==> config.mk <==
export PLATFORM = sky130hd
export DESIGN_NAME = xml_entity_decoder
export DESIGN_NICKNAME = d
export VERILOG_FILES = /design/src/rtl/core/xed_pkg.sv /design/src/rtl/core/xed_front.sv /design/src/rtl/core/xed_queue.sv /design/src/rtl/core/xed_back.sv /design/src/rtl/core/xml_entity_decoder.sv
export VERILOG_INCLUDE_DIRS = /design/src /design/src/rtl/core
export SDC_FILE = /design/constraint.sdc
export NUM_CORES = 1
export LEC_CHECK = 0
export BUFFER_PORTS_ARGS = -buffer_cell sky130_fd_sc_hd__clkbuf_2
export CAP_MARGIN = 30
export CORE_ASPECT_RATIO = 0.75
export CORE_MARGIN = 8
export CORE_UTILIZATION = 40
export CTS_CLUSTER_DIAMETER = 40
export DETAILED_ROUTE_END_ITERATION = 8
export GPL_TIMING_DRIVEN = 0
export HOLD_SLACK_MARGIN = 0.02
export PLACE_DENSITY = 0.64
export SYNTH_ARGS = -nofsm -noshare
export SYNTH_HDL_FRONTEND = slang
export SYNTH_SLANG_ARGS = --single-unit
export TNS_END_PERCENT = 50
==> constraint.sdc <==
create_clock -name clock -period 15.2 [get_ports clock]
set_input_delay 1.52 -clock clock [delete_from_list [all_inputs] [get_ports clock]]
set_output_delay 1.52 -clock clock [all_outputs]
set_load 0.02 [all_outputs]
==> src/rtl/core/xml_entity_decoder_assert.svh <==
// Assertion macros shared by the XML entity decoder modules.
// Each macro expands to one labeled concurrent assertion that reports with $error.
`ifndef XML_ENTITY_DECODER_ASSERT_SVH
`define XML_ENTITY_DECODER_ASSERT_SVH

// The condition must hold at every clock edge outside reset.
`define XED_ASSERT_ALWAYS(label, clk, rst, cond, msg) \
   label: assert property (@(posedge clk) disable iff (rst) (cond)) else $error(msg);

// When the antecedent holds, the consequent must hold in the same cycle.
`define XED_ASSERT_IMPLIES(label, clk, rst, ante, cons, msg) \
   label: assert property (@(posedge clk) disable iff (rst) (ante) |-> (cons)) else $error(msg);

`endif

==> src/rtl/core/xed_pkg.sv <==
// Package for the XML entity decoder: payload and queue entry types, scan modes,
// character constants and the entity spelling tables. No dependencies.
`timescale 1ns / 1ps

package xed_pkg;

   localparam int unsigned PendDepth  = 5;
   localparam int unsigned MaxResults = 6;
   localparam int unsigned QueueDepth = 2;
   localparam int unsigned CountWidth = $clog2(MaxResults + 1);

   // Positions inside the pending buffer.
   localparam int unsigned PosFirst = 1;
   localparam int unsigned PosX     = 2;
   localparam int unsigned PosHi    = 3;
   localparam int unsigned PosLo    = 4;

   localparam logic [7:0] CharAmp  = 8'h26;
   localparam logic [7:0] CharHash = 8'h23;
   localparam logic [7:0] CharSemi = 8'h3B;
   localparam logic [7:0] CharX    = 8'h78;

   typedef enum logic [1:0] {
      MODE_IDLE,
      MODE_AMP,
      MODE_NAMED,
      MODE_NUM
   } scan_mode_type;

   typedef enum logic [1:0] {
      ENT_AMP,
      ENT_LT,
      ENT_GT,
      ENT_QUOT
   } entity_type;

   typedef struct packed {
      logic [7:0] in_byte;
      logic       in_last;
   } req_type;

   typedef struct packed {
      logic [7:0] out_byte;
      logic       bad_reference;
      logic       out_last;
   } rsp_type;

   // Everything one input beat produces, in output order.
   typedef struct packed {
      logic [MaxResults-1:0][7:0]  bytes;
      logic [MaxResults-1:0]       bad;
      logic [CountWidth-1:0]       count;
      logic                        last;
   } entry_type;

   function automatic logic [7:0] to_lower(logic [7:0] b);
      return (b >= "A" && b <= "Z") ? b + 8'd32 : b;
   endfunction

   function automatic logic is_hex(logic [7:0] b);
      return (b >= "0" && b <= "9") || (b >= "A" && b <= "F") || (b >= "a" && b <= "f");
   endfunction

   function automatic logic [3:0] hex_nibble(logic [7:0] b);
      logic [7:0] v;
      if (b >= "0" && b <= "9") begin
         v = b - "0";
      end else if (b >= "A" && b <= "F") begin
         v = b - "A" + 8'd10;
      end else begin
         v = b - "a" + 8'd10;
      end
      return v[3:0];
   endfunction

   // Character expected at a given buffer position of a named entity; zero past its end.
   function automatic logic [7:0] entity_char(entity_type choice, logic [2:0] idx);
      logic [7:0] c;
      c = 8'h00;
      case (choice)
         ENT_AMP: begin
            case (idx)
               3'd0: c = CharAmp;
               3'd1: c = "a";
               3'd2: c = "m";
               3'd3: c = "p";
               3'd4: c = CharSemi;
               default: c = 8'h00;
            endcase
         end
         ENT_LT: begin
            case (idx)
               3'd0: c = CharAmp;
               3'd1: c = "l";
               3'd2: c = "t";
               3'd3: c = CharSemi;
               default: c = 8'h00;
            endcase
         end
         ENT_GT: begin
            case (idx)
               3'd0: c = CharAmp;
               3'd1: c = "g";
               3'd2: c = "t";
               3'd3: c = CharSemi;
               default: c = 8'h00;
            endcase
         end
         ENT_QUOT: begin
            case (idx)
               3'd0: c = CharAmp;
               3'd1: c = "q";
               3'd2: c = "u";
               3'd3: c = "o";
               3'd4: c = "t";
               3'd5: c = CharSemi;
               default: c = 8'h00;
            endcase
         end
         default: c = 8'h00;
      endcase
      return c;
   endfunction

   function automatic logic [7:0] entity_symbol(entity_type choice);
      logic [7:0] s;
      case (choice)
         ENT_AMP:  s = "&";
         ENT_LT:   s = "<";
         ENT_GT:   s = ">";
         ENT_QUOT: s = 8'h22;
         default:  s = "&";
      endcase
      return s;
   endfunction

endpackage

==> src/rtl/core/xed_front.sv <==
// Front end of the XML entity decoder: accepts input beats, tracks the open
// reference and turns each beat that yields results into one queue entry. Depends on xed_pkg.
`timescale 1ns / 1ps

`include "xml_entity_decoder_assert.svh"

module xed_front (
   input  logic                 clock,
   input  logic                 reset,
   input  logic                 req_valid,
   output logic                 req_stall,
   input  xed_pkg::req_type     req_data,
   input  logic                 queue_full,
   output logic                 push_valid,
   output xed_pkg::entry_type   push_entry
);

   xed_pkg::scan_mode_type mode_ff, mode_in;
   xed_pkg::entity_type    choice_ff, choice_in;
   logic [2:0]             cnt_ff, cnt_in;
   logic [7:0]             pend_ff [xed_pkg::PendDepth];
   logic [7:0]             pend_in [xed_pkg::PendDepth];

   logic                   accept;
   logic [7:0]             b;
   logic [7:0]             lb;
   logic                   last;
   logic [7:0]             want;
   logic                   push;
   logic                   fail;
   logic                   done;
   logic [7:0]             done_byte;
   xed_pkg::scan_mode_type push_mode;
   xed_pkg::entity_type    push_choice;
   logic                   take;
   logic                   tail_v;
   logic [7:0]             tail_byte;
   logic                   tail_bad;
   logic                   rep_v;
   logic                   rep_num;
   logic [2:0]             rep_hi;
   logic [2:0]             rep_n;
   logic [7:0]             post [xed_pkg::PendDepth];
   logic [7:0]             rep_src [xed_pkg::PendDepth];
   logic [7:0]             rep_shift [xed_pkg::PendDepth];

   assign req_stall = queue_full;
   assign accept    = req_valid && !queue_full;

   always_comb begin
      b           = req_data.in_byte;
      last        = req_data.in_last;
      lb          = xed_pkg::to_lower(b);
      want        = xed_pkg::entity_char(choice_ff, cnt_ff);
      push        = 1'b0;
      fail        = 1'b0;
      done        = 1'b0;
      done_byte   = b;
      push_mode   = mode_ff;
      push_choice = choice_ff;

      case (mode_ff)
         xed_pkg::MODE_IDLE: begin
            push = 1'b0;
         end
         xed_pkg::MODE_AMP: begin
            if (b == xed_pkg::CharHash) begin
               push      = 1'b1;
               push_mode = xed_pkg::MODE_NUM;
            end else if (lb == xed_pkg::entity_char(xed_pkg::ENT_AMP, 3'(xed_pkg::PosFirst))) begin
               push        = 1'b1;
               push_mode   = xed_pkg::MODE_NAMED;
               push_choice = xed_pkg::ENT_AMP;
            end else if (lb == xed_pkg::entity_char(xed_pkg::ENT_LT, 3'(xed_pkg::PosFirst))) begin
               push        = 1'b1;
               push_mode   = xed_pkg::MODE_NAMED;
               push_choice = xed_pkg::ENT_LT;
            end else if (lb == xed_pkg::entity_char(xed_pkg::ENT_GT, 3'(xed_pkg::PosFirst))) begin
               push        = 1'b1;
               push_mode   = xed_pkg::MODE_NAMED;
               push_choice = xed_pkg::ENT_GT;
            end else if (lb == xed_pkg::entity_char(xed_pkg::ENT_QUOT,
                                                    3'(xed_pkg::PosFirst))) begin
               push        = 1'b1;
               push_mode   = xed_pkg::MODE_NAMED;
               push_choice = xed_pkg::ENT_QUOT;
            end else begin
               fail = 1'b1;
            end
         end
         xed_pkg::MODE_NAMED: begin
            if (want != 8'h00 && lb == want) begin
               if (want == xed_pkg::CharSemi) begin
                  done      = 1'b1;
                  done_byte = xed_pkg::entity_symbol(choice_ff);
               end else if (cnt_ff < 3'(xed_pkg::PendDepth)) begin
                  push = 1'b1;
               end else begin
                  fail = 1'b1;
               end
            end else begin
               fail = 1'b1;
            end
         end
         xed_pkg::MODE_NUM: begin
            case (cnt_ff)
               3'(xed_pkg::PosX): begin
                  if (b == xed_pkg::CharX) begin
                     push = 1'b1;
                  end else begin
                     fail = 1'b1;
                  end
               end
               3'(xed_pkg::PosHi): begin
                  if (xed_pkg::is_hex(b)) begin
                     push = 1'b1;
                  end else begin
                     fail = 1'b1;
                  end
               end
               3'(xed_pkg::PosLo): begin
                  if (xed_pkg::is_hex(b)) begin
                     push = 1'b1;
                  end else if (b == xed_pkg::CharSemi) begin
                     done      = 1'b1;
                     done_byte = {4'h0, xed_pkg::hex_nibble(pend_ff[xed_pkg::PosHi])};
                  end else begin
                     fail = 1'b1;
                  end
               end
               3'(xed_pkg::PendDepth): begin
                  if (b == xed_pkg::CharSemi) begin
                     done      = 1'b1;
                     done_byte = {xed_pkg::hex_nibble(pend_ff[xed_pkg::PosHi]),
                                  xed_pkg::hex_nibble(pend_ff[xed_pkg::PosLo])};
                  end else begin
                     fail = 1'b1;
                  end
               end
               default: fail = 1'b1;
            endcase
         end
         default: fail = 1'b1;
      endcase

      // A byte that breaks a match is handled as if the block were idle.
      take = (mode_ff == xed_pkg::MODE_IDLE) || fail;

      tail_v    = 1'b0;
      tail_byte = b;
      tail_bad  = 1'b0;
      if (done) begin
         tail_v    = 1'b1;
         tail_byte = done_byte;
      end else if (take) begin
         if (b == xed_pkg::CharAmp) begin
            // A fresh '&' on the final beat is flushed at once as a failed reference.
            tail_v   = last;
            tail_bad = 1'b1;
         end else begin
            tail_v = 1'b1;
         end
      end

      post = pend_ff;
      if (push) begin
         post[cnt_ff] = b;
      end

      // Replay either the old buffer on a failure or the updated one on a final beat.
      rep_v = fail || (push && last);
      if (fail) begin
         rep_src = pend_ff;
         rep_num = (mode_ff == xed_pkg::MODE_NUM);
         rep_hi  = cnt_ff;
      end else begin
         rep_src = post;
         rep_num = (push_mode == xed_pkg::MODE_NUM);
         rep_hi  = cnt_ff + 3'd1;
      end
      rep_n = rep_v ? (rep_hi - {2'b00, rep_num}) : 3'd0;

      // A numeric reference drops its leading '&'.
      for (int i = 0; i < xed_pkg::PendDepth; i++) begin
         rep_shift[i] = rep_src[i];
      end
      if (rep_num) begin
         for (int i = 0; i < xed_pkg::PendDepth - 1; i++) begin
            rep_shift[i] = rep_src[i + 1];
         end
      end

      for (int i = 0; i < xed_pkg::MaxResults; i++) begin
         if (i < xed_pkg::PendDepth && 3'(i) < rep_n) begin
            push_entry.bytes[i] = rep_shift[i % xed_pkg::PendDepth];
            push_entry.bad[i]   = 1'b1;
         end else begin
            push_entry.bytes[i] = tail_byte;
            push_entry.bad[i]   = tail_bad;
         end
      end
      push_entry.count = xed_pkg::CountWidth'(rep_n) + xed_pkg::CountWidth'(tail_v);
      push_entry.last  = last;
      push_valid       = accept && (push_entry.count != '0);

      mode_in   = mode_ff;
      cnt_in    = cnt_ff;
      choice_in = choice_ff;
      pend_in   = pend_ff;
      if (accept) begin
         if (done) begin
            mode_in = xed_pkg::MODE_IDLE;
            cnt_in  = 3'd0;
         end else if (take) begin
            if (b == xed_pkg::CharAmp && !last) begin
               mode_in    = xed_pkg::MODE_AMP;
               cnt_in     = 3'd1;
               pend_in[0] = b;
            end else begin
               mode_in = xed_pkg::MODE_IDLE;
               cnt_in  = 3'd0;
            end
         end else if (push) begin
            pend_in   = post;
            choice_in = push_choice;
            if (last) begin
               mode_in = xed_pkg::MODE_IDLE;
               cnt_in  = 3'd0;
            end else begin
               mode_in = push_mode;
               cnt_in  = cnt_ff + 3'd1;
            end
         end
      end
   end

   always_ff @(posedge clock) begin
      if (reset) begin
         mode_ff   <= xed_pkg::MODE_IDLE;
         cnt_ff    <= 3'd0;
         choice_ff <= xed_pkg::ENT_AMP;
      end else begin
         mode_ff   <= mode_in;
         cnt_ff    <= cnt_in;
         choice_ff <= choice_in;
      end
   end

   always_ff @(posedge clock) begin
      pend_ff <= pend_in;
   end

   `XED_ASSERT_ALWAYS(a_idle_empty, clock, reset,
      (mode_ff == xed_pkg::MODE_IDLE) == (cnt_ff == 3'd0), "idle mode and buffer fill disagree")
   `XED_ASSERT_ALWAYS(a_cnt_range, clock, reset,
      cnt_ff <= 3'(xed_pkg::PendDepth), "pending buffer overfilled")

endmodule

==> src/rtl/core/xed_queue.sv <==
// Short queue of decoded entries between the front and back ends of the
// XML entity decoder. Depends on xed_pkg.
`timescale 1ns / 1ps

`include "xml_entity_decoder_assert.svh"

module xed_queue #(
   parameter int unsigned DEPTH = xed_pkg::QueueDepth
) (
   input  logic                 clock,
   input  logic                 reset,
   input  logic                 push_valid,
   input  xed_pkg::entry_type   push_entry,
   output logic                 full,
   output logic                 head_valid,
   output xed_pkg::entry_type   head_entry,
   input  logic                 pop
);

   localparam int unsigned PtrW = (DEPTH > 1) ? $clog2(DEPTH) : 1;
   localparam int unsigned CntW = $clog2(DEPTH + 1);

   xed_pkg::entry_type entry_ff [DEPTH];
   logic [PtrW-1:0]    wr_ptr_ff, wr_ptr_in;
   logic [PtrW-1:0]    rd_ptr_ff, rd_ptr_in;
   logic [CntW-1:0]    count_ff, count_in;
   logic               do_pop;

   assign full       = (count_ff == CntW'(DEPTH));
   assign head_valid = (count_ff != '0);
   assign head_entry = entry_ff[rd_ptr_ff];
   assign do_pop     = pop && head_valid;

   always_comb begin
      wr_ptr_in = wr_ptr_ff;
      rd_ptr_in = rd_ptr_ff;
      count_in  = count_ff;
      if (push_valid) begin
         wr_ptr_in = (wr_ptr_ff == PtrW'(DEPTH - 1)) ? '0 : wr_ptr_ff + 1'b1;
      end
      if (do_pop) begin
         rd_ptr_in = (rd_ptr_ff == PtrW'(DEPTH - 1)) ? '0 : rd_ptr_ff + 1'b1;
      end
      if (push_valid && !do_pop) begin
         count_in = count_ff + 1'b1;
      end else if (do_pop && !push_valid) begin
         count_in = count_ff - 1'b1;
      end
   end

   always_ff @(posedge clock) begin
      if (reset) begin
         wr_ptr_ff <= '0;
         rd_ptr_ff <= '0;
         count_ff  <= '0;
      end else begin
         wr_ptr_ff <= wr_ptr_in;
         rd_ptr_ff <= rd_ptr_in;
         count_ff  <= count_in;
      end
   end

   always_ff @(posedge clock) begin
      if (push_valid) begin
         entry_ff[wr_ptr_ff] <= push_entry;
      end
   end

   `XED_ASSERT_IMPLIES(a_no_overflow, clock, reset, push_valid, !full,
      "entry pushed into a full queue")
   `XED_ASSERT_ALWAYS(a_count_range, clock, reset, count_ff <= CntW'(DEPTH),
      "queue count out of range")

endmodule

==> src/rtl/core/xed_back.sv <==
// Back end of the XML entity decoder: walks the head queue entry one result beat per cycle,
// while the output is not stalled, into the output register. Depends on xed_pkg.
`timescale 1ns / 1ps

`include "xml_entity_decoder_assert.svh"

module xed_back (
   input  logic                 clock,
   input  logic                 reset,
   input  logic                 head_valid,
   input  xed_pkg::entry_type   head_entry,
   output logic                 pop,
   output logic                 rsp_valid,
   input  logic                 rsp_stall,
   output xed_pkg::rsp_type     rsp_data
);

   logic [xed_pkg::CountWidth-1:0] pos_ff, pos_in;
   logic                           rsp_valid_ff, rsp_valid_in;
   xed_pkg::rsp_type               rsp_data_ff, rsp_data_in;
   logic                           load;
   logic                           at_end;

   assign rsp_valid = rsp_valid_ff;
   assign rsp_data  = rsp_data_ff;

   always_comb begin
      // The output register takes a new beat when it is empty or being drained.
      load   = head_valid && (!rsp_valid_ff || !rsp_stall);
      at_end = (pos_ff == head_entry.count - 1'b1);
      pop    = load && at_end;

      rsp_data_in.out_byte      = head_entry.bytes[pos_ff];
      rsp_data_in.bad_reference = head_entry.bad[pos_ff];
      rsp_data_in.out_last      = head_entry.last && at_end;

      rsp_valid_in = load || (rsp_valid_ff && rsp_stall);

      pos_in = pos_ff;
      if (load) begin
         pos_in = at_end ? '0 : pos_ff + 1'b1;
      end
   end

   always_ff @(posedge clock) begin
      if (reset) begin
         pos_ff       <= '0;
         rsp_valid_ff <= 1'b0;
      end else begin
         pos_ff       <= pos_in;
         rsp_valid_ff <= rsp_valid_in;
      end
   end

   always_ff @(posedge clock) begin
      if (load) begin
         rsp_data_ff <= rsp_data_in;
      end
   end

   `XED_ASSERT_IMPLIES(a_pos_in_entry, clock, reset, head_valid, pos_ff < head_entry.count,
      "result position beyond head entry")

endmodule

==> src/rtl/core/xml_entity_decoder.sv <==
// XML entity decoder: one input byte accepted per cycle while the queue is not full; one
// decoded byte delivered per cycle while the output is not stalled. A beat's first result
// passes through the queue entry register and then the output register. A beat yields up
// to six results (a failed reference's bytes plus the breaking byte); the two-entry queue takes
// one more beat, then the input stalls until they drain. Result stalls back up the same way.
// Reset (synchronous, active high) closes any open reference and empties queue and output.
`timescale 1ns / 1ps

module xml_entity_decoder #(
   parameter int unsigned QUEUE_DEPTH = xed_pkg::QueueDepth
) (
   input  logic               clock,
   input  logic               reset,
   input  logic               req_valid,
   output logic               req_stall,
   input  xed_pkg::req_type   req_data,
   output logic               rsp_valid,
   input  logic               rsp_stall,
   output xed_pkg::rsp_type   rsp_data
);

   logic               push_valid;
   xed_pkg::entry_type push_entry;
   logic               queue_full;
   logic               head_valid;
   xed_pkg::entry_type head_entry;
   logic               pop;

   xed_front u_front (
      .clock      (clock),
      .reset      (reset),
      .req_valid  (req_valid),
      .req_stall  (req_stall),
      .req_data   (req_data),
      .queue_full (queue_full),
      .push_valid (push_valid),
      .push_entry (push_entry)
   );

   xed_queue #(
      .DEPTH (QUEUE_DEPTH)
   ) u_queue (
      .clock      (clock),
      .reset      (reset),
      .push_valid (push_valid),
      .push_entry (push_entry),
      .full       (queue_full),
      .head_valid (head_valid),
      .head_entry (head_entry),
      .pop        (pop)
   );

   xed_back u_back (
      .clock      (clock),
      .reset      (reset),
      .head_valid (head_valid),
      .head_entry (head_entry),
      .pop        (pop),
      .rsp_valid  (rsp_valid),
      .rsp_stall  (rsp_stall),
      .rsp_data   (rsp_data)
   );

endmodule
Word-level counts from Yosys, hierarchy flattened. Memory sizes are Yosys's and may differ from the RTL's. A register that Yosys moved wholly into a read port is not among the register bits. Index checks and enable logic that the tools add are counted.

RAM bits: 116. Register bits after elaboration: 65. Word-level logic and storage cells: 250. Memories kept: 1. Output and inout bits: 12. Bits of input ports: 13.

Memory list: u_queue.entry_ff (depth 2, bits a word 58, read ports 1, clocked after memory_dff 1, write ports 1, line xed_queue.sv:23) `xed_pkg::entry_type entry_ff [DEPTH];`.

Equality and inequality tests: 25. Add/sub/neg operators: 20. Bitwise operators: 4. Muxes and demuxes: 112. Reductions and logical operators: 48. Magnitude comparators: 24.

Operators with widths (count): two-way mux 8 bit (16); two-way mux 40 bit (3); case mux 8 bit (4 select lines) (2); case mux 7 bit (4 select lines) (2); two-way mux 1 bit (47); case mux 7 bit (6 select lines) (1); bitwise mux 40 bit (1); == test 8 x 7 -> 1 bit, second input constant (5); less-or-equal comparator 8 x 7 -> 1 bit, second input constant (5); case mux 7 bit (5 select lines) (1); == test 8 x 6 -> 1 bit, second input constant (4); greater-or-equal comparator 8 x 7 -> 1 bit, second input constant (4); two-way mux 2 bit (16); two-way mux 32 bit (1); case mux 8 bit (2 select lines) (2); binary-select mux 8 bit (select 3 bit) (1); demux 8 bit (select 3 bit) (1); greater-or-equal comparator 8 x 6 -> 1 bit, second input constant (3); less-or-equal comparator 8 x 6 -> 1 bit, second input constant (3); subtractor 4 x 1 -> 4 bit, second input constant (6); logical AND 1 bit (21); two-way mux 3 bit (7); adder 4 bit, second input constant (4); two-way mux 4 bit (4); other kinds (41) (73).

Depth between registers and ports, before layout. Gate-level depths: netlist of run 1.

Word-level depth: 21. Mapped depth: 27. Depth with buffers taken out: 21.

Cells and area by module. From an unflattened synthesis of run 1, not the netlist that was laid out.

Cell total of the unflattened synthesis: 917. Area total of the unflattened synthesis: 10696.5 um^2.

Modules (own cells, without submodules): xed_front (area each 5310.1 um^2, sequential area each 1341.3 um^2, cells an instance 636, instances 1); xed_queue (area each 4393.0 um^2, sequential area each 3583.4 um^2, cells an instance 202, instances 1); xed_back (area each 993.5 um^2, sequential area each 380.4 um^2, cells an instance 79, instances 1).

Worst setup path after synthesis of run 1. Ideal clock, no wire load.

Path type: input to register. Start: input port req_data[6] (netlist name). End: memory u_queue.entry_ff[0][0] (netlist name), enable pin. Required time: 14.639 ns. Arrival time: 9.689 ns. Path buffers: 4. Stages: 20. Path slack: 4.950 ns. Library setup time: 0.561 ns. Cell sequence: clkbuf_1 > inv_1 > ha_1 > a32oi_1 > mux2i_1 > nand2_1 > a311oi_1 > o21ai_1 > o21a_1 > buf_2 > buf_1 > xnor2_1 > ha_1 > ha_1 > a21o_1 > clkbuf_1 > inv_1 > ha_1 > nor2_1 > a211oi_1.

RTL lines: start, declared (line xml_entity_decoder.sv:16) `input xed_pkg::req_type req_data,`; end, declared (line xed_queue.sv:23).

Final worst setup path of run 1.
Start: input port req_data[6] (netlist name). End: memory u_queue.entry_ff[0][13] (netlist name), enable pin.

Word-level cells in the longest chain between the ends: 19. Elaborated cells on any way between the ends: 74. Those cells by class: add/sub: 3; order compare: 7; eq/ne: 10; mux: 42; reduce/logical: 12.

Ends and longest elaborated chain: greater-or-equal comparator 8 x 7 -> 1 bit / less-or-equal comparator 8 x 7 -> 1 bit (equally long branches) (line xed_pkg.sv:57, xed_pkg.sv:61); logical AND 1 bit (line xed_pkg.sv:57) `return (b >= "A" && b <= "Z") ? b + 8'd32 : b;`; two-way mux 8 bit (line xed_pkg.sv:57); == test 8 x 7 -> 1 bit (line xed_front.sv:82) `end else if (lb == xed_pkg::entity_char(xed_pkg::ENT_QUOT,`; two-way mux 2 bit (line xed_front.sv:82); two-way mux 2 bit (line xed_front.sv:78) `end else if (lb == xed_pkg::entity_char(xed_pkg::ENT_GT, 3'(xed_pkg::PosFirst))) begin`; two-way mux 2 bit (line xed_front.sv:74) `end else if (lb == xed_pkg::entity_char(xed_pkg::ENT_LT, 3'(xed_pkg::PosFirst))) begin`; two-way mux 2 bit (line xed_front.sv:70) `end else if (lb == xed_pkg::entity_char(xed_pkg::ENT_AMP, 3'(xed_pkg::PosFirst))) begin`; [3 not listed]; two-way mux 1 bit (line xed_front.sv:172) `if (fail) begin`; subtractor 3 x 1 -> 3 bit (line xed_front.sv:181) `rep_n = rep_v ? (rep_hi - {2'b00, rep_num}) : 3'd0;`; two-way mux 3 bit (line xed_front.sv:181); adder 3 x 1 -> 3 bit (*) (line xed_front.sv:202) `push_entry.count = xed_pkg::CountWidth'(rep_n) + xed_pkg::CountWidth'(tail_v);`; nonzero test 3 bit (*) (line xed_front.sv:204) `push_valid = accept && (push_entry.count != '0);`; logical AND 1 bit (*) (line xed_front.sv:204); two-way mux 1 bit (*) (line xed_queue.sv:64) `if (push_valid) begin`; two-way mux 1 bit (implied by the code) (*) (line xed_queue.sv:65) `entry_ff[wr_ptr_ff] <= push_entry;`.

Mark *: on every way between the ends. The rest lies on a longest branch, timed or not.

==> results by group, run 1 <==
Run status
  – Status: finished clean

Yosys
  – Async S/R FF share, synth: 0%
  – Post-Synth XOR/XNOR Area: 2.04%
  – Mux cell area share after synthesis: 11.5%
  – Post-Synth Simple-Gate Area: 12.5%
  – Main combinational cell family by area after synthesis: compound AO/OA/AOI/OAI gates
  – Synth top area share: 46.5%
  – Mean Syn Cell Area: 11.3 um^2
  – Top FF cell, synth: edfxtp_1
  – EDFF count, synth: 166
  – #FFs+latches synth: 182
  – Sequential element share of the synthesized area: 49.5%
  – Area share of fa/ha/maj cells after synthesis: 3.27%
  – Synth Area in Compound Gates: 16.8%
  – Top cells by area, synth: edfxtp_1, mux4_2, ha_1, mux2_2, dfxtp_1
  – Synth unique cells: 88
  – Post-Synthesis Cells: 947
  – Post-Syn Nets: 988
  – Yosys warns: 0
  – Yosys top cell by area: edfxtp_1
  – Synth Cell Area: 0.0107 mm^2

Job
  – Number of max-cap violations: 0

Critical path
  – Cell Chain, Critical Path: clkbuf_2, clkbuf_1, inv_1, ha_1, a32oi_1, mux2i_1, nand2_1, a311oi_1, o21ai_1, o21a_1, buf_2, buf_1, xnor2_1, ha_1, ha_1, a21o_1, clkbuf_1, inv_1, ha_1, xnor2_1, a211oi_4, buf_8, buf_8, buf_8
  – CP Max Fanout: 17
  – Worst setup path category: input port to register
  – CP Launch Type: input port
  – Buffer and inverter count on the worst path: 10
  – Delay of the slowest critical-path stage: 600 ps
  – Crit path top cell by count: ha_1
  – Arr. time, crit path: 8170 ps
  – CP max-delay cell: a311oi_1
  – Kind of cell adding the most delay to the critical path: buffers and inverters
  – Critical Path RT: 15340 ps
  – Crit. End Element: register

Pwr
  – Pwr Density: 117 mW/mm^2
  – Internal Power: 1.01 mW
  – Register share of total power: 45.3%
  – Psw: 0.407 mW
  – Overall power consumption: 1.42 mW
  – Combinational share of power: 23.2%
  – Clock share of power: 31.6%
  – Maximum vdd ir drop: 0.0896 mV
  – Leakage power: 4.16 nW
  – Sw Ratio: 28.7%

Placement
  – Dpl hpwl: 23800 um
  – Area after DPL: 0.0115 mm^2
  – Final RePlAce weighted congestion: 0.957
  – Placed Cells incl. Taps: 1330
  – Pre-CTS setup slack: 6820 ps
  – Port Buffers: 22

STA
  – Hold slack final: 494 ps
  – Final Cycle Share: 52.8%
  – Tmin final: 8020 ps
  – Fmax: 125 MHz
  – Final Hold Fails: 0
  – Max-slew violation count: 0
  – Unrepaired setup endpoints after global routing: no
  – Relative slew margins: 29.7%
  – Final setup viols: 0
  – Final Skew: 12.7 ps
  – Slack of the critical path: 7180 ps
  – Slew @ Worst Pin: 1050 ps
  – Setup TNS: 0 ps

Final layout
  – Design Area, Final: 0.0121 mm^2
  – Fillers: 2520
  – Fin cells: 1363
  – Synthesis-to-finish area growth: 12.7%
  – NumNets Final: 1040
  – Util after Layout: 45.3%
  – Layout cells sized above 1: 17.0%
  – Area of the multi-input gates: 0.00497 mm^2
  – Reg area: 0.00531 mm^2
  – N_diodes: 0

Clocking
  – Post-CTS sizing: 0
  – Longest Clk Path Bufs: 2
  – Worst-Skew Late Latency: 440 ps
  – H-Tree Depth: 4
  – Clk Tree Root Cell: clkbuf_16
  – CTS tree: done
  – Setup repair bufs after CTS: 0
  – Hold_buf cts: 0
  – Clk slew on worst S/H paths: 70 ps
  – CTS buffer count: 17
  – Sink Count: 182

Floorplan
  – Starting Density: 40.2%
  – Core area: 0.0267 mm^2
  – Die area: 0.0324 mm^2
  – Rows: 52
  – Io pins: 25
  – Die Span X: 205 um
  – Die H: 158 um

Drt
  – Final WL: 31800 um
  – Iter 0 DRT Violations: 913
  – 1st-pass router iterations: 5
  – Wire per inst: 23.3 um
  – Vias per std cell: 6.12
  – Post-route ant nets: 0
  – Post-route DRC: 0
  – Total number of vias: 8347

Global routing
  – Pin count of the biggest net entering global routing: 33
  – Grt total ovfl: 0
  – First-pass GRT wire length: 49300 um
  – GRT Resource Usage Total: 20.0%
  – Vias in the first global route: 8124
  – Antenna violations before repair: 0

Worst hold path
  – Min-Delay Path Class: register to register
## logic make-up after synthesis
kind of cell / count (synthesis)
compound gates: 246
mux: 85
buf+inv: 117
fa+ha+maj: 28
flops: 182
xor+xnor: 25
simple gates: 264
## power groups by stage
stage	clock [mW]	sequential (mW)	combinational, mW
2_1_floorplan	0	0.673	0.203
3_3_place_gp	0	0.662	0.302
3_5_place_dp	0	0.653	0.329
4_1_cts	0.455	0.642	0.330
5_1_grt	0.474	0.647	0.359
6_report	0.448	0.641	0.328
## state kept, by name (all words and copies together), names as in the netlist, named ones only
name,flops
u_back.rsp_data,10
u_front.pend_ff,40
u_front.choice_ff,2
u_back.rsp_valid,1
u_queue.count_ff,2
u_back.pos_ff,3
u_front.cnt_ff,3
u_queue.wr_ptr_ff,1
u_front.mode_ff,2
u_queue.rd_ptr_ff,1
u_queue.entry_ff,116
## worst register-to-register path, stage by stage (launching register included)
cell	delay (ps)
dfxtp_1	380
buf_2	230
clkinv_1	290
ha_1	330
clkbuf_1	230
or2_1	320
o311ai_0	380
a32oi_1	180
nor2b_1	210
and4_1	210
buf_2	180
o21ai_1	300
o21a_1	150
buf_2	250
buf_1	450
xnor2_1	150
ha_1	220
ha_1	320
a21o_1	160
clkbuf_1	530
inv_1	110
ha_1	280
xnor2_1	260
a211oi_4	500
buf_8	250
buf_8	170
buf_8	170
## cells in the final DEF (no fill, tap or decap), types with 11 or more instances in the layout
cell type / Yosys / final
nor3_1: 23 / 23
mux4_2: 27 / 27
dfxtp_1: 16 / 16
nor2b_1: 12 / 12
xnor2_1: 17 / 17
mux2i_1: 28 / 28
nand2_1: 74 / 74
mux2_2: 29 / 29
nor2_1: 58 / 57
a31oi_1: 16 / 16
o22ai_1: 17 / 17
a32oi_1: 19 / 19
clkbuf_16: 0 / 17
buf_2: 13 / 13
a21oi_1: 37 / 35
nand2b_1: 12 / 12
o21ai_0: 33 / 33
o211ai_1: 13 / 13
buf_1: 9 / 11
ha_1: 28 / 28
edfxtp_1: 166 / 166
clkbuf_1: 48 / 48
nand3_1: 29 / 29
inv_1: 40 / 40
clkbuf_2: 0 / 22
## cells in the mapped netlist, drive strengths merged (26+ instances only)
cell,instances
buf,26
o21ai,37
mux2,30
a21oi,39
mux4,27
ha,28
nor2,59
nand2,75
clkbuf,48
edfxtp,166
inv,41
mux2i,28
nand3,29
## layout make-up
class,instances,share of cell area [%]
buffer,74,2.62
clock buffer,17,3.52
clock inverter,15,1.42
inverter,43,1.34
multi-input combinational,648,41.2
sequential,182,43.9
tap,351,3.64
timing repair buffer,33,2.38
## final timing paths
path | startpoint | endpoint | slack, ps | cells past startpoint
worst max-delay path | req_data[6] | u_queue.entry_ff[0][13]$_DFFE_PP_ | 7180 | 24
worst min-delay path | u_back.rsp_valid$_SDFF_PP0_ | u_back.rsp_valid$_SDFF_PP0_ | 490 | 2
worst max register to register | u_front.cnt_ff[2]$_SDFFE_PP0P_ | u_queue.entry_ff[0][13]$_DFFE_PP_ | 7690 | 26
worst min register to register | u_back.rsp_valid$_SDFF_PP0_ | u_back.rsp_valid$_SDFF_PP0_ | 490 | 2
## routing by layer
| layer | up-vias | GRT usage (%) | wire length [um] |
|---|---|---|---|
| met5 | - | 0 | 0 |
| met1 | 4107 | 29.5 | 15200 |
| met3 | 42 | 5.73 | 3160 |
| li1 | 3776 | - | - |
| met4 | 0 | 4.69 | 453 |
| met2 | 422 | 28.3 | 13000 |
Power figures use the tool's default switching activity.
==> inputs of run 2 (changes only) <==
==> constraint.sdc (replaced) <==
create_clock -name clock -period 8.01 [get_ports clock]
set_input_delay 0.801 -clock clock [delete_from_list [all_inputs] [get_ports clock]]
set_output_delay 0.801 -clock clock [all_outputs]
set_load 0.02 [all_outputs]
==> results by group, run 2 (same netlist as run 1, synthesis figures left out) <==
Critical path
  – Crit path to: u_queue.count_ff[1]$_SDFFE_PP0P_
  – Reg-to-Reg Start: u_front.cnt_ff[2]$_SDFFE_PP0P_
  – Worst setup path category: register to register
  – Reg-to-Reg End: u_queue.count_ff[1]$_SDFFE_PP0P_
  – Slack of the worst reg-to-reg path: 450 ps (-7240 ps)
  – Crit path launch: u_front.cnt_ff[2]$_SDFFE_PP0P_
  – CP Launch Type: register
  – Arr. time, crit path: 7940 ps (-230 ps)
  – Crit. End Element: register
  – CP Max Fanout: 10 (-7)
  – Worst Reg-to-Reg Cells: 26 (unchanged)
  – Critical Path RT: 8390 ps (-6950 ps)

Floorplan
  – Die Span X: 205 um (unchanged)
  – Io pins: 25 (unchanged)
  – Die area: 0.0324 mm^2 (unchanged)
  – Starting Density: 40.2% (unchanged)
  – Rows: 52 (unchanged)
  – Core area: 0.0267 mm^2 (unchanged)
  – Die H: 158 um (unchanged)

STA
  – Tmin final: 7560 ps
  – Fmax: 132 MHz
  – Relative slew margins: 28.9% (-0.80 points)
  – Slew @ Worst Pin: 1070 ps (+11.9 ps)
  – Final Cycle Share: 94.4%
  – Final Skew: 20.5 ps (+7.77 ps)
  – Unrepaired setup endpoints after global routing: no
  – Setup TNS: 0 ps (unchanged)
  – Final Hold Fails: 0 (unchanged)
  – Max-slew violation count: 0 (unchanged)
  – Final setup viols: 0 (unchanged)

Placement
  – Placed Cells incl. Taps: 1330 (unchanged)
  – Area after DPL: 0.0114 mm^2 (-0.21%)
  – Final RePlAce weighted congestion: 0.947 (-1.1%)
  – Dpl hpwl: 23400 um (-2.0%)
  – Port Buffers: 22 (unchanged)

Final layout
  – Fin cells: 1363 (unchanged)
  – Util after Layout: 45.1% (-0.20 points)
  – Layout cells sized above 1: 16.9% (-0.099 points)
  – N_diodes: 0 (unchanged)
  – Design Area, Final: 0.0120 mm^2 (-0.45%)
  – Most frequent cells in the layout: edfxtp_1, nand2_1, nor2_1, clkbuf_1, inv_1
  – Top reg by flops: u_queue.entry_ff
  – NumNets Final: 1040 (unchanged)
  – Commonest non-fill, non-tap cell in the layout: edfxtp_1
  – Max FFs per register: 116 (unchanged)
  – Synthesis-to-finish area growth: 12.2%

Clocking
  – H-Tree Depth: 4 (unchanged)
  – Sink Count: 182 (unchanged)
  – Post-CTS sizing: 0 (unchanged)
  – CTS tree: done
  – CTS buffer count: 17 (unchanged)
  – Hold_buf cts: 0 (unchanged)
  – Clk slew on worst S/H paths: 80 ps (about the same)
  – Worst-Skew Late Latency: 450 ps (about the same)
  – Longest Clk Path Bufs: 2 (unchanged)
  – Setup repair bufs after CTS: 0 (unchanged)
  – Clk Tree Root Cell: clkbuf_16

Global routing
  – GRT Resource Usage Total: 19.6% (-0.40 points)
  – Grt total ovfl: 0 (unchanged)
  – Antenna violations before repair: 0 (unchanged)
  – First-pass GRT wire length: 48400 um (-2.0%)
  – Vias in the first global route: 8047 (-0.95%)
  – Pin count of the biggest net entering global routing: 33 (unchanged)

Run status
  – Status: finished clean

Drt
  – Iter 0 DRT Violations: 973 (+6.6%)
  – Total number of vias: 8303 (-0.53%)
  – Post-route ant nets: 0 (unchanged)
  – Final WL: 31100 um (-2.0%)
  – Wire per inst: 22.8 um (-2.0%)
  – 1st-pass router iterations: 5 (unchanged)
  – Vias per std cell: 6.09 (-0.53%)
  – Post-route DRC: 0 (unchanged)

Pwr
  – Internal Power: 1.86 mW (+84%)
  – Sw Ratio: 29.6% (+0.92 points)
  – Psw: 0.783 mW (+92%)
  – Combinational share of power: 23.7% (+0.5 points)
  – Pwr Density: 220 mW/mm^2 (+87%)
  – Clock share of power: 30.4% (-1.2 points)
  – Maximum vdd ir drop: 0.203 mV (+130%)
  – Overall power consumption: 2.64 mW (+86%)
  – Leakage power: 4.13 nW (-0.75%)
  – Register share of total power: 45.9% (+0.6 points)

Job
  – Number of max-cap violations: 0 (unchanged)

Worst hold path
  – Min-Delay Path Class: register to register
[run 2: cell count changes in the layout (fill, tap and decap cells not counted), sizes merged]
cell	before	now
clkinvlp	1	3
bufinv	2	0
[run 2: routing by layer]
layer | up-vias | part of all wire [%] | GRT usage (%)
met5 | - | 0 | 0
met4 | 0 | 1.7 | 5.43
met3 | 50 | 10 | 6.63
met2 | 394 | 41 | 27.6
met1 | 4082 | 47 | 28.1
li1 | 3777 | - | -
[run 2: worst min-delay path by stage]
stage | depth (start not counted) | slack (ps) | start | to
3_5_place_dp | 2 | 470 | u_back.rsp_valid$_SDFF_PP0_ | u_back.rsp_valid$_SDFF_PP0_
5_1_grt | 2 | 530 | u_back.rsp_valid$_SDFF_PP0_ | u_back.rsp_valid$_SDFF_PP0_
3_3_place_gp | 2 | 470 | u_back.rsp_valid$_SDFF_PP0_ | u_back.rsp_valid$_SDFF_PP0_
6_report | 2 | 480 | u_back.rsp_valid$_SDFF_PP0_ | u_back.rsp_valid$_SDFF_PP0_
4_1_cts | 2 | 480 | u_back.rsp_valid$_SDFF_PP0_ | u_back.rsp_valid$_SDFF_PP0_
2_1_floorplan | 2 | 470 | u_queue.count_ff[1]$_SDFFE_PP0P_ | u_queue.count_ff[1]$_SDFFE_PP0P_
[run 2: through the flow]
stage          hold slack [ps]  worst slack (ps)
2_1_floorplan              472              22.6
3_3_place_gp               467             -2910
3_5_place_dp               473               457
4_1_cts                    484               607
5_1_grt                    526              44.7
6_report                   478               446
[run 2: critical path: stages, from the launching register on]
cell      delay, ps
dfxtp_1         370
buf_2           230
clkinv_1        310
ha_1            340
clkbuf_1        220
or2_1           320
o311ai_0        370
a32oi_1         190
nor2b_1         200
and4_1          200
buf_2           170
o21ai_1         280
o21a_1          150
buf_2           250
buf_1           510
xnor2_1         140
ha_1            220
ha_1            310
a21o_1          150
clkbuf_1        530
inv_1           100
ha_1            360
nor2_1          510
a21oi_1         190
ha_1            370
or3_1           350
a21oi_1         140
[run 2: power by group through the flow]
stage / sequential, mW / combinational, mW / clock [mW]
2_1_floorplan: 1.27 / 0.385 / 0
3_3_place_gp: 1.25 / 0.574 / 0
3_5_place_dp: 1.24 / 0.628 / 0
4_1_cts: 1.22 / 0.629 / 0.818
5_1_grt: 1.23 / 0.681 / 0.849
6_report: 1.21 / 0.626 / 0.802
[run 2: cell type report]
class                           instances  area (um^2)
Inverter                               43          161
Multi-Input combinational cell        648         4970
Buffer                                 74          317
Timing Repair Buffer                   33          268
Fill cell                            2505        14600
Tap cell                              351          439
Sequential cell                       182         5310
Clock inverter                         15          141
Clock buffer                           17          425
==> inputs of run 3 (changes only) <==
--- a/config.mk
+++ b/config.mk
@@ -15,6 +15,7 @@
 export DETAILED_ROUTE_END_ITERATION = 8
 export GPL_TIMING_DRIVEN = 0
 export HOLD_SLACK_MARGIN = 0.02
+export MAX_ROUTING_LAYER = met4
 export PLACE_DENSITY = 0.64
 export SYNTH_ARGS = -nofsm -noshare
 export SYNTH_HDL_FRONTEND = slang
==> constraint.sdc (replaced) <==
create_clock -name clock -period 8.01 [get_ports clock]
set_input_delay 0.4005 -clock clock [delete_from_list [all_inputs] [get_ports clock]]
set_output_delay 0.4005 -clock clock [all_outputs]
set_load 0.02 [all_outputs]
==> results by group, run 3 (same netlist as run 1, synthesis figures left out) <==
Critical path
  – Critical Path RT: 8380 ps (about the same)
  – CP max-delay cell: clkbuf_1
  – Worst setup path category: register to register
  – CP Launch Type: register
  – CP Max Fanout: 10 (unchanged)
  – Buffer and inverter count on the worst path: 8 (unchanged)
  – Kind of cell adding the most delay to the critical path: buffers and inverters
  – Delay of the slowest critical-path stage: 550 ps (+20 ps)
  – Crit. End Element: register
  – Arr. time, crit path: 7950 ps (about the same)
  – Crit path top cell by count: ha_1

Global routing
  – Vias in the first global route: 7731 (-3.9%)
  – Pin count of the biggest net entering global routing: 33 (unchanged)
  – Grt total ovfl: 0 (unchanged)
  – First-pass GRT wire length: 47500 um (-1.8%)
  – GR met1 Demand/Resource: 29.3% (+1.2 points)
  – Gr busiest metal: met1
  – GRT Resource Usage Total: 19.8% (+0.22 points)
  – Antenna violations before repair: 0 (unchanged)
  – GR Util met2: 27.2% (-0.33 points)
  – Met3 Usage GRT: 4.54% (-2.1 points)

Final layout
  – NumNets Final: 1044 (+0.38%)
  – Design Area, Final: 0.0121 mm^2 (+0.49%)
  – Most frequent cells in the layout: edfxtp_1, nand2_1, nor2_1, clkbuf_1, inv_1
  – Synthesis-to-finish area growth: 12.7%
  – Commonest non-fill, non-tap cell in the layout: edfxtp_1
  – N_diodes: 0 (unchanged)
  – Max FFs per register: 116 (unchanged)
  – Top reg by flops: u_queue.entry_ff
  – Layout cells sized above 1: 17.0% (+0.13 points)

STA
  – Final setup viols: 0 (unchanged)
  – Setup TNS: 0 ps (unchanged)
  – Tmin final: 7580 ps (+18.0 ps)
  – Final Hold Fails: 0 (unchanged)
  – Slew @ Worst Pin: 998 ps (-69.4 ps)
  – Final Cycle Share: 94.7% (+0.22 points)
  – Final Skew: 15.9 ps (-4.62 ps)
  – Unrepaired setup endpoints after global routing: no
  – Max-slew violation count: 0 (unchanged)
  – Fmax: 132 MHz (-0.24%)
  – Relative slew margins: 33.5% (+4.6 points)

Clocking
  – Clk Tree Root Cell: clkbuf_16
  – Post-CTS sizing: 0 (unchanged)
  – Clk slew on worst S/H paths: 70 ps (about the same)
  – Worst-Skew Late Latency: 440 ps (about the same)
  – H-Tree Depth: 4 (unchanged)
  – CTS tree: done
  – Sink Count: 182 (unchanged)
  – Hold_buf cts: 0 (unchanged)
  – Longest Clk Path Bufs: 2 (unchanged)
  – CTS buffer count: 17 (unchanged)

Drt
  – Total number of vias: 8316 (+0.16%)
  – Final WL: 31000 um (-0.31%)
  – Post-route ant nets: 0 (unchanged)
  – 1st-pass router iterations: 5 (unchanged)
  – Wire per inst: 22.7 um (-0.60%)
  – Post-route DRC: 0 (unchanged)
  – Vias per std cell: 6.08 (-0.14%)
  – Iter 0 DRT Violations: 818 (-16%)

Pwr
  – Maximum vdd ir drop: 0.167 mV (-18%)
  – Pwr Density: 221 mW/mm^2 (+0.42%)
  – Leakage power: 4.17 nW (+0.92%)
  – Overall power consumption: 2.67 mW (+0.92%)

Placement
  – Dpl hpwl: 23500 um (+0.32%)
  – Port Buffers: 22 (unchanged)
  – Final RePlAce weighted congestion: 1.00 (+6.1%)
  – Area after DPL: 0.0115 mm^2 (+0.27%)

Worst hold path
  – Min-Delay Path Class: input port to register

Floorplan
  – Die H: 158 um (unchanged)
  – Starting Density: 40.2% (unchanged)
  – Rows: 52 (unchanged)
  – Die Span X: 205 um (unchanged)
  – Core area: 0.0267 mm^2 (unchanged)
  – Io pins: 25 (unchanged)
  – Die area: 0.0324 mm^2 (unchanged)

Job
  – Number of max-cap violations: 0 (unchanged)

Run status
  – Status: finished clean
[run 3: what timing repair did]
item,CTS,global route
buffers inserted,0,4
endpoints found under the setup margin,0,18
endpoints found under the hold margin,0,0
[run 3: path summary, 6_finish.rpt]
| check | start | endpoint | slack [ps] | cells after the start |
|---|---|---|---|---|
| max | u_front.cnt_ff[2]$_SDFFE_PP0P_ | u_queue.count_ff[1]$_SDFFE_PP0P_ | 430 | 26 |
| min | rsp_stall | u_back.rsp_valid$_SDFF_PP0_ | 190 | 3 |
| max reg2reg | u_front.cnt_ff[2]$_SDFFE_PP0P_ | u_queue.count_ff[1]$_SDFFE_PP0P_ | 430 | 26 |
| min reg2reg | u_back.rsp_valid$_SDFF_PP0_ | u_back.rsp_valid$_SDFF_PP0_ | 480 | 2 |
[run 3: power breakdown]
group / internal [mW] / switching [mW]
clock network: 0.451 / 0.364
logic: 0.279 / 0.357
registers: 1.18 / 0.0319
total: 1.91 / 0.753
[run 3: layout make-up]
| class | count | area (um^2) |
|---|---|---|
| fill | 2496 | 14600 |
| sequential | 182 | 5310 |
| multi-input combinational | 648 | 4970 |
| clock buffer | 21 | 460 |
| tap | 351 | 439 |
| timing repair buffer | 37 | 322 |
| buffer | 74 | 317 |
| inverter | 43 | 161 |
| clock inverter | 11 | 111 |
[run 3: routing by layer]
layer,up-vias,part of all wire (%)
met3,26,9.4
met4,0,1.0
met1,4107,48
met2,412,42
met5,-,0
li1,3771,-
[run 3: worst reg2reg max path: stages, from the launching register on]
cell and delay, ps:
dfxtp_1 360, buf_2 220, clkinv_1 300, ha_1 330, clkbuf_1 220, or2_1 320
o311ai_0 450, a32oi_1 180, nor2b_1 190, and4_1 200, buf_2 180, o21ai_1 310
o21a_1 160, buf_2 260, buf_1 480, xnor2_1 140, ha_1 220, ha_1 320
a21o_1 150, clkbuf_1 550, inv_1 100, ha_1 360, nor2_1 510, a21oi_1 160
ha_1 360, or3_1 350, a21oi_1 130
[run 3: stage by stage]
step                      cells  hold WS, ps  utilization [%]  setup slack, ps
after floorplan             947          472                -             73.6
after global placement     1320          468             42.3            -2760
after detailed placement   1330          477             43.0              510
after CTS                  1362          181             45.2              435
after global routing       1367          193             45.3              174
final                      1367          192             45.3              428
